File: config.mk
export PLATFORM = sky130hd
export DESIGN_NAME = cset_queue
export DESIGN_NICKNAME = d
export VERILOG_FILES = /design/src/rtl/cset_pkg.sv /design/src/rtl/cset_queue.sv
export SDC_FILE = /design/constraint.sdc
export NUM_CORES = 1
export LEC_CHECK = 0
export BUFFER_PORTS_ARGS = -buffer_cell sky130_fd_sc_hd__buf_2
export CORE_ASPECT_RATIO = 1.5
export CORE_MARGIN = 1
export CORE_UTILIZATION = 45
export DETAILED_ROUTE_END_ITERATION = 10
export PLACE_DENSITY_LB_ADDON = 0.1
export SLEW_MARGIN = 40
export SYNTH_ARGS = -nofsm -noshare
export SYNTH_HDL_FRONTEND = slang
export SYNTH_SLANG_ARGS = --single-unit
export TNS_END_PERCENT = 20
File: constraint.sdc
create_clock -name clk -period 4.3 [get_ports clk]
set_clock_uncertainty 0.05 [all_clocks]
set_input_delay 0.43 -clock clk [delete_from_list [all_inputs] [get_ports clk]]
set_output_delay 0.43 -clock clk [all_outputs]
set_load 0.02 [all_outputs]
File: src/rtl/cset_pkg.sv
package cset_pkg;

  // Field widths of the trace event and of the profiling result.
  localparam int ID_W       = 8;
  localparam int TS_W       = 32;
  localparam int SLICE_W    = 33;
  localparam int TOTAL_W    = 48;
  localparam int IN_DATA_W  = 40;
  localparam int OUT_DATA_W = 96;

  // Event kinds as carried on the input tuser bit.
  localparam logic KIND_START = 1'b0;
  localparam logic KIND_END   = 1'b1;

  // Result status codes.
  localparam logic [1:0] STATUS_START    = 2'd0;
  localparam logic [1:0] STATUS_END      = 2'd1;
  localparam logic [1:0] STATUS_OVERFLOW = 2'd2;
  localparam logic [1:0] STATUS_EMPTY    = 2'd3;

  // Operation decided by the front end for each event.
  typedef enum logic [1:0] {
    OP_PUSH      = 2'd0,
    OP_POP       = 2'd1,
    OP_OVERFLOW  = 2'd2,
    OP_UNDERFLOW = 2'd3
  } op_t;

  // One classified event waiting in the queue.
  typedef struct packed {
    op_t              op;
    logic [ID_W-1:0]  id;
    logic [TS_W-1:0]  ts;
  } entry_t;

endpackage

File: src/rtl/cset_queue.sv
module cset_queue (
  input  logic              clk,
  input  logic              rst,
  input  logic              push,
  input  cset_pkg::entry_t  wr_entry,
  output logic              full,
  input  logic              pop,
  output logic              empty,
  output cset_pkg::entry_t  head
);

  cset_pkg::entry_t slots [2];
  logic             wptr;
  logic             rptr;
  logic [1:0]       count;

  assign full  = (count == 2'd2);
  assign empty = (count == 2'd0);
  assign head  = slots[rptr];

  // Payload slots need no reset.
  always_ff @(posedge clk) begin
    if (push) begin
      slots[wptr] <= wr_entry;
    end
  end

  // Two-entry ring with an occupancy count.
  always_ff @(posedge clk) begin
    if (rst) begin
      wptr  <= 1'b0;
      rptr  <= 1'b0;
      count <= 2'd0;
    end else begin
      if (push) begin
        wptr <= ~wptr;
      end
      if (pop) begin
        rptr <= ~rptr;
      end
      if (push && !pop) begin
        count <= count + 2'd1;
      end else if (pop && !push) begin
        count <= count - 2'd1;
      end
    end
  end

endmodule

==> run metrics <==
htree depth 3; Ports 90; Arr. time, crit path about 1.6 ns; RSZ-0062 raised after global routing false; post-synthesis sequential area ratio between 80% and 90%; initial core utilization a little under half; Chip Height 105.9 µm; Synth top area share between 70 and 80%; status complete, but fails checks; dpl hpwl 3.125 mm; max-cap viol count 0; Combinational Power Share 12.6%; final std cells w/o fill ~330; YS warnings 0; Crit Path Class reg -> out; Setup crit end kind output pin; EDFF count, synth 84; first drt pass iteration count 9; sequential share of power 58.0%; CTS resizes 0; share of cells above drive strength 1 roughly 58%; main area contributors after synthesis edfxtp_1 (78%), mux2_2 (15%), dfxtp_1 (3.1%); Antenna Cells 0; # hold bufs at CTS 0; Final Setup Violations 0; slew margin rel. about half; Routed Antenna Nets 0; die width approximately 71 µm; Max VDD drop around 260 µV; CP top delay family flip-flops; top post-synthesis cells by count edfxtp_1 (84), mux2_2 (42), dfxtp_1 (5), nor2_1 (5), buf_4 (4); Initial DRC Count 93; Peak Freq roughly 470 MHz; Die ar. between 7000 and 8000 µm²; count leader, synth edfxtp_1; first-pass GRT wire length ~7.7 mm; Sw Pwr around 420 µW; critical path startpoint category register; max-slew violation count 0; final wirelength just over 5 mm; mapped cell area roughly 3200 µm²; post-DR wirelength/cell around 15 µm; dpl cell area around 3800 µm²; count of state elements after synthesis slightly below 90; max incr delay on CP 0.73 ns; CP max stage cell dfxtp_4; Leak Pwr 0.001489 µW; DR DRC count 6; Syn Area/Cell between 20 and 25 µm²; total power 1788 µW; # placed instances around 320; crit path time final between 2 and 2.5 ns; # Post-CTS Setup Buffers 0; vias in the first global route 1,649; root buf cell clkbuf_8; Core ar. between 6000 and 7000 µm²; clock sinks 89; ys async rst share 0%; WP buf/inv 1; Mapped Nets 200; failing checks DRC; crit-path cells mux2_2 > buf_2; area grow syn2layout 21.83%; Total GRT Usage between 10% and 20%; Vias/cell between 5 and 6; initial antenna violation count 0; PortBufs a little under 90; Hold WC Path Type in -> reg; clock network fraction of total power between 20 and 30%; CTS clk-pin slew, worst paths approximately 0.080 ns; final core utilization 57.19%; routed vias about 1,700; Final period util between 40% and 50%; P per Cell Area 453.3 nW/µm²; Switching Fraction 23.29%; Worst EP required between 3 and 4 ns; clk buf depth 2; Post-Syn Instances about 150; CP Max Fanout 42; CTS tree done; Final Wtd Congestion 0.6693; cell-internal power ~1400 µW; final hold violations 0; Synth Flop Type edfxtp_1; Num CTS Buffers 9; Tightest Pin Transition roughly 0.77 ns; setup_tns 0 ns; Synth area leader edfxtp_1; worst-skew pair later-pin latency roughly 0.33 ns; pin count of the biggest net entering global routing 43; Final nets between 200 and 300; final std cell area, no fill 3945 µm²; FP Rows 37; post-synthesis cell type count 16; grt ovf 0
==> area by class of cell <==
| type | instances | area [µm²] |
|---|---|---|
| sequential | 89 | 2626 |
| timing repair buffer | 90 | 452.9 |
| inverter | 1 | 3.754 |
| fill | 532 | 2953 |
| clock inverter | 3 | 42.54 |
| clock buffer | 12 | 135.1 |
| multi-input combinational | 58 | 586.8 |
| tap | 78 | 97.59 |
==> registers in the layout (all words and copies together) (netlist names), named ones only <==
register	count
slots	84
wptr	1
count	2
rptr	1
==> routing by layer <==
layer / share of wire (%) / track usage (%) / wire (µm)
met1: 40 / 16.45 / 2009
met2: 52 / 23.33 / 2653
met3: 5.7 / 3.412 / 290
met4: 2.0 / 6.857 / 102
met5: 0 / 0 / 0
==> worst register-to-register path: stages, from the launching register on <==
cell	delay [ns]
dfxtp_1	0.36
nor2b_4	0.63
buf_4	0.41
==> power by group through the flow <==
stage / clock network [µW] / registers [µW] / logic [µW]
after global placement: 0 / 1060 / 227
after floorplan: 0 / 1040 / 162
final: 526 / 1040 / 225
after global routing: 574 / 1040 / 242
after CTS: 539 / 1040 / 229
after detailed placement: 0 / 1060 / 228
==> path summary, 6_finish.rpt <==
path | from | endpoint | slack [ns] | depth (start not counted)
hold / removal | wr_entry[8] | slots[1][8]$_DFFE_PP_ | 0.23 | 1
setup reg to reg | wptr$_SDFFE_PP0P_ | slots[0][14]$_DFFE_PP_ | 2.53 | 2
setup / recovery | register | head[12] | 2.18 | 2
hold reg to reg | count[1]$_SDFFE_PP0P_ | count[1]$_SDFFE_PP0P_ | 0.46 | 2
==> per-stage QoR <==
step                      hold WS (ns)  setup slack, ns
final                           0.2254            2.183
after global routing            0.2097            2.096
after global placement          0.4410            2.165
after detailed placement        0.4563            2.267
after floorplan                 0.4114            1.499
after CTS                       0.2137            2.127
==> placed cells by master, fill, tap and decap left out <==
cell,count
buf_2,89
and2_4,1
nor2_1,5
mux2_2,42
inv_1,1
ha_1,1
nor2b_4,1
xnor2_1,2
clkbuf_1,3
buf_4,1
o21ai_0,1
a21oi_1,1
xor2_1,2
bufinv_16,1
or3_1,1
dfxtp_1,4
edfxtp_1,84
clkbuf_8,9
clkinv_2,1
and2b_2,1
dfxtp_4,1
clkinvlp_4,1
==> logic make-up after synthesis <==
kind of cell,synth area share (%)
xor+xnor,1.082
mux,14.61
simple gates,1.430
buf+inv,1.198
flops,80.99
compound gates,0.3088
fa+ha+maj,0.3863
Note: power is estimated with default switching activity, not from simulation.
