`src/rtl/cset_pkg.sv`:
```
package cset_pkg;

  // Field widths of the trace event and of the profiling result.
  localparam int ID_W       = 8;
  localparam int TS_W       = 32;
  localparam int SLICE_W    = 33;
  localparam int TOTAL_W    = 48;
  localparam int IN_DATA_W  = 40;
  localparam int OUT_DATA_W = 96;

  // Event kinds as carried on the input tuser bit.
  localparam logic KIND_START = 1'b0;
  localparam logic KIND_END   = 1'b1;

  // Result status codes.
  localparam logic [1:0] STATUS_START    = 2'd0;
  localparam logic [1:0] STATUS_END      = 2'd1;
  localparam logic [1:0] STATUS_OVERFLOW = 2'd2;
  localparam logic [1:0] STATUS_EMPTY    = 2'd3;

  // Operation decided by the front end for each event.
  typedef enum logic [1:0] {
    OP_PUSH      = 2'd0,
    OP_POP       = 2'd1,
    OP_OVERFLOW  = 2'd2,
    OP_UNDERFLOW = 2'd3
  } op_t;

  // One classified event waiting in the queue.
  typedef struct packed {
    op_t              op;
    logic [ID_W-1:0]  id;
    logic [TS_W-1:0]  ts;
  } entry_t;

endpackage

```
`src/rtl/cset_front.sv`:
```
module cset_front #(
  parameter int STACK_DEPTH = 64
) (
  input  logic                             clk,
  input  logic                             rst,
  input  logic                             enable,
  input  logic                             s_tvalid,
  output logic                             s_tready,
  input  logic [cset_pkg::IN_DATA_W-1:0]   s_tdata,
  input  logic                             s_tuser,
  input  logic                             q_full,
  output logic                             q_push,
  output cset_pkg::entry_t                 q_entry
);

  localparam int LW = $clog2(STACK_DEPTH + 1);

  logic [LW-1:0] level;
  logic          full_stack;
  logic          empty_stack;

  assign full_stack  = (level >= LW'(STACK_DEPTH));
  assign empty_stack = (level == '0);

  // Take a beat whenever the queue has room and the totals are cleared.
  assign s_tready = enable && !q_full;
  assign q_push   = s_tvalid && s_tready;

  // Classify the event against the stack occupancy seen so far.
  always_comb begin
    q_entry.id = s_tdata[cset_pkg::ID_W-1:0];
    q_entry.ts = s_tdata[cset_pkg::ID_W +: cset_pkg::TS_W];
    if (s_tuser == cset_pkg::KIND_START) begin
      q_entry.op = full_stack ? cset_pkg::OP_OVERFLOW : cset_pkg::OP_PUSH;
    end else begin
      q_entry.op = empty_stack ? cset_pkg::OP_UNDERFLOW : cset_pkg::OP_POP;
    end
  end

  // Stack occupancy as the back end will see it once the queue drains.
  always_ff @(posedge clk) begin
    if (rst) begin
      level <= '0;
    end else if (q_push) begin
      if (q_entry.op == cset_pkg::OP_PUSH) begin
        level <= level + LW'(1);
      end else if (q_entry.op == cset_pkg::OP_POP) begin
        level <= level - LW'(1);
      end
    end
  end

endmodule

```
`config.mk`:
```
export PLATFORM = sky130hd
export DESIGN_NAME = cset_front
export DESIGN_NICKNAME = d
export VERILOG_FILES = /design/src/rtl/cset_pkg.sv /design/src/rtl/cset_front.sv
export SDC_FILE = /design/constraint.sdc
export NUM_CORES = 1
export LEC_CHECK = 0
export BUFFER_PORTS_ARGS = -buffer_cell sky130_fd_sc_hd__buf_4
export CORE_MARGIN = 5
export CORE_UTILIZATION = 35
export CTS_CLUSTER_SIZE = 16
export DETAILED_ROUTE_END_ITERATION = 8
export GPL_ROUTABILITY_DRIVEN = 1
export GPL_TIMING_DRIVEN = 0
export PLACE_DENSITY = 0.8
export SETUP_SLACK_MARGIN = 0.1
export SYNTH_ARGS = -nofsm -noshare
export SYNTH_HDL_FRONTEND = slang
export SYNTH_SLANG_ARGS = --single-unit
```
`constraint.sdc`:
```
create_clock -name clk -period 3.2 [get_ports clk]
set_input_delay 0.64 -clock clk [delete_from_list [all_inputs] [get_ports clk]]
set_output_delay 0.64 -clock clk [all_outputs]
set_load 0.05 [all_outputs]
```
==> impl_metrics.json <==
{
  "synth-main-ff-cell": "dfxtp_1",
  "period_share_pct": 76.5,
  "crit_family": "compound AO/OA/AOI/OAI gates",
  "drive_above_1_share_pct": 62.0,
  "final_cell_mix": "buf_4, nor2_1, dfxtp_1",
  "vias": 866,
  "synthToLayoutAreaGrowth_pct": 48.9,
  "layout_min_cycle_time_ns": 2.45,
  "dieHeight_um": 60.2,
  "finClkSkew_ns": 0.000631,
  "maxCapViolCount": 0,
  "ant_nets": 0,
  "syn_avg_cell_area_um2": 8.40,
  "synth_cells": 105,
  "placed_area_mm2": 0.00129,
  "pwr-share-seq_pct": 22.2,
  "groute.layer.met2.usage_pct": 21.9,
  "synth-xor-area-share_pct": 1.99,
  "grt_util_met3_pct": 3.46,
  "first_iter_violations": 17,
  "place.gp.congestion": 0.818,
  "crit_path_top_delay_cell": "fa_1",
  "die_w_um": 60.2,
  "status": "finished clean",
  "final_common_cell": "buf_4",
  "drv_slew": 0,
  "path_class": "input pin to register",
  "synth_edf_count": 0,
  "worstPathArrival_ns": 2.63,
  "firstDrtPassIters": 4,
  "crit_fanout": 7,
  "path_cells": "buf_4 -> or2_2 -> fa_1 -> a211oi_1 -> o21ai_0 -> a2111o_1 -> a31oi_1",
  "synthArstFlopShare_pct": 0,
  "critical_path_required_ns": 3.39,
  "wl_per_cell_um": 11.9,
  "cts_max_path_buffers": 2,
  "synth_top_family_by_area": "buffers and inverters",
  "setup_viol": 0,
  "synthAdderAreaFrac_pct": 10.8,
  "grt_antenna_before_repair": 0,
  "max_freq_mhz": 409,
  "htreeDepth": 1,
  "nets": 212,
  "start_util_pct": 35.9,
  "ctsResizeCount": 0,
  "final_area_mm2": 0.00131,
  "synthSimpleGateAreaFrac_pct": 14.9,
  "mappedNetlistNets": 158,
  "power_uw": 435,
  "top_usage_layer": "met2",
  "hold_depth": 2,
  "p_clk_share_pct": 19.5,
  "overflow": 0,
  "switching_power_uw": 199,
  "top_regs": "level x7",
  "port_buffers": 49,
  "p_leak_uw": 0.000692,
  "syn_area_um2": 882,
  "cts_tree": "built",
  "cts_setup_buffers": 0,
  "fin_tns_setup_ns": 0,
  "clkTransAtPathRegs_ns": 0.06,
  "use_met1_pct": 12.1,
  "core_area_mm2": 0.00245,
  "slew_headroom_pct": 66.8,
  "worst_slack_ns": 0.753,
  "ioPinCount": 90,
  "clock-sinks": 7,
  "internal-power_uw": 236,
  "rsz0062_at_grt": "no",
  "path_depth": 7,
  "cp-end-kind": "register",
  "ys_warn_count": 0,
  "insertion_delay_ns": 0.26,
  "grt_max_degree": 8,
  "antennaDiodeCount": 0,
  "ys_seq_area_share_pct": 15.9,
  "fin_util_pct": 53.5,
  "hold_buffers": 0,
  "first_global_vias": 849,
  "cts_buffers": 3,
  "critical_path.max_stage_delay_ns": 0.44,
  "ys_seq_elements": 7,
  "synth_cell_type_count": 31,
  "hold_viol": 0,
  "synth_mux_area_share_pct": 1.13,
  "place_ws_ns": 0.483,
  "drcViolationCount": 0,
  "via_per_inst": 4.61,
  "combPwrFrac_pct": 58.3,
  "hold_class": "register to register",
  "drt_wl_total_mm": 2.23,
  "worst_pin_slew_ns": 0.497,
  "cts_root_buf": "clkbuf_4",
  "irDropWorstVdd_mv": 0.200,
  "start_kind": "input pin",
  "synth_compound_area_share_pct": 19.1,
  "dieArea_mm2": 0.00362,
  "r2r_cells": 6,
  "largest_register_ffs": 7,
  "largest-register": "level",
  "grtUsageTotal_pct": 11.9,
  "power.density_mw_per_mm2": 331,
  "rows": 18,
  "swShare_pct": 45.7,
  "critPathBufInv": 1,
  "grt_pass1_wl_mm": 3.19
}
-- metal layers --
layer,up-vias,wire (µm)
met1,365,839
met5,-,0
li1,435,-
met2,62,1050
met4,0,42
met3,4,299
-- worst register-to-register path, stage by stage, from the launching register on --
cell and delay (ns):
dfxtp_1 0.36, or2_2 0.40, fa_1 0.44, a211oi_1 0.32, o21ai_0 0.20, a2111o_1 0.39, a31oi_1 0.15
-- cells by family (layout without fill, tap and decap cells) --
kind of cell             after synthesis  count (layout)
XOR/XNOR                               2               2
buffers and inverters                 44              97
flip-flops                             7               7
adder cells (fa/ha/maj)                7               7
multiplexers                           1               1
AND/OR/NAND/NOR                       22              22
AO/OA/AOI/OAI                         22              22
-- cell usage after synthesis, types with 2 or more instances --
cell | n | area [µm²]
inv_1 | 3 | 11.3
a21o_1 | 3 | 22.5
or2_2 | 2 | 12.5
dfxtp_1 | 7 | 140
nand3_1 | 2 | 10.0
nor2b_1 | 2 | 12.5
a211o_1 | 2 | 17.5
ha_1 | 6 | 75.1
nand3b_1 | 2 | 15.0
o21ai_0 | 3 | 15.0
nor2_1 | 8 | 30.0
a211oi_1 | 4 | 30.0
o21a_1 | 2 | 15.0
buf_4 | 41 | 308
xnor2_1 | 2 | 17.5
-- final timing paths --
| path | start | end | slack (ns) |
|---|---|---|---|
| worst max-delay path | s_tuser | level[6]$_SDFFE_PP0P_ | 0.75 |
| worst min-delay path | level[5]$_SDFFE_PP0P_ | level[5]$_SDFFE_PP0P_ | 0.52 |
| worst max register to register | level[6]$_SDFFE_PP0P_ | level[6]$_SDFFE_PP0P_ | 0.87 |
| worst min register to register | level[5]$_SDFFE_PP0P_ | level[5]$_SDFFE_PP0P_ | 0.52 |
-- layout make-up --
| class | instances | area, µm² |
|---|---|---|
| timing repair buffer | 49 | 368 |
| buffer | 41 | 308 |
| sequential | 7 | 140 |
| clock buffer | 4 | 26.3 |
| tap | 30 | 37.5 |
| inverter | 3 | 11.3 |
| multi-input combinational | 54 | 423 |
| fill | 225 | 1140 |
-- per-stage QoR --
stage                     hold WS [ns]  instances
after floorplan                  0.470        105
after global placement           0.512        184
after detailed placement         0.517        184
after CTS                        0.528        188
after global routing             0.560        188
final                            0.523        188
-- power groups by stage --
stage	registers (µW)	clock network, µW	logic, µW
floorplan	97.1	0	195
CTS	96.5	89.4	256
detailed placement	98.4	0	255
finish	96.5	84.7	254
global placement	98.2	0	252
global route	97.2	92.7	269
Note: power is estimated with default switching activity, not from simulation.
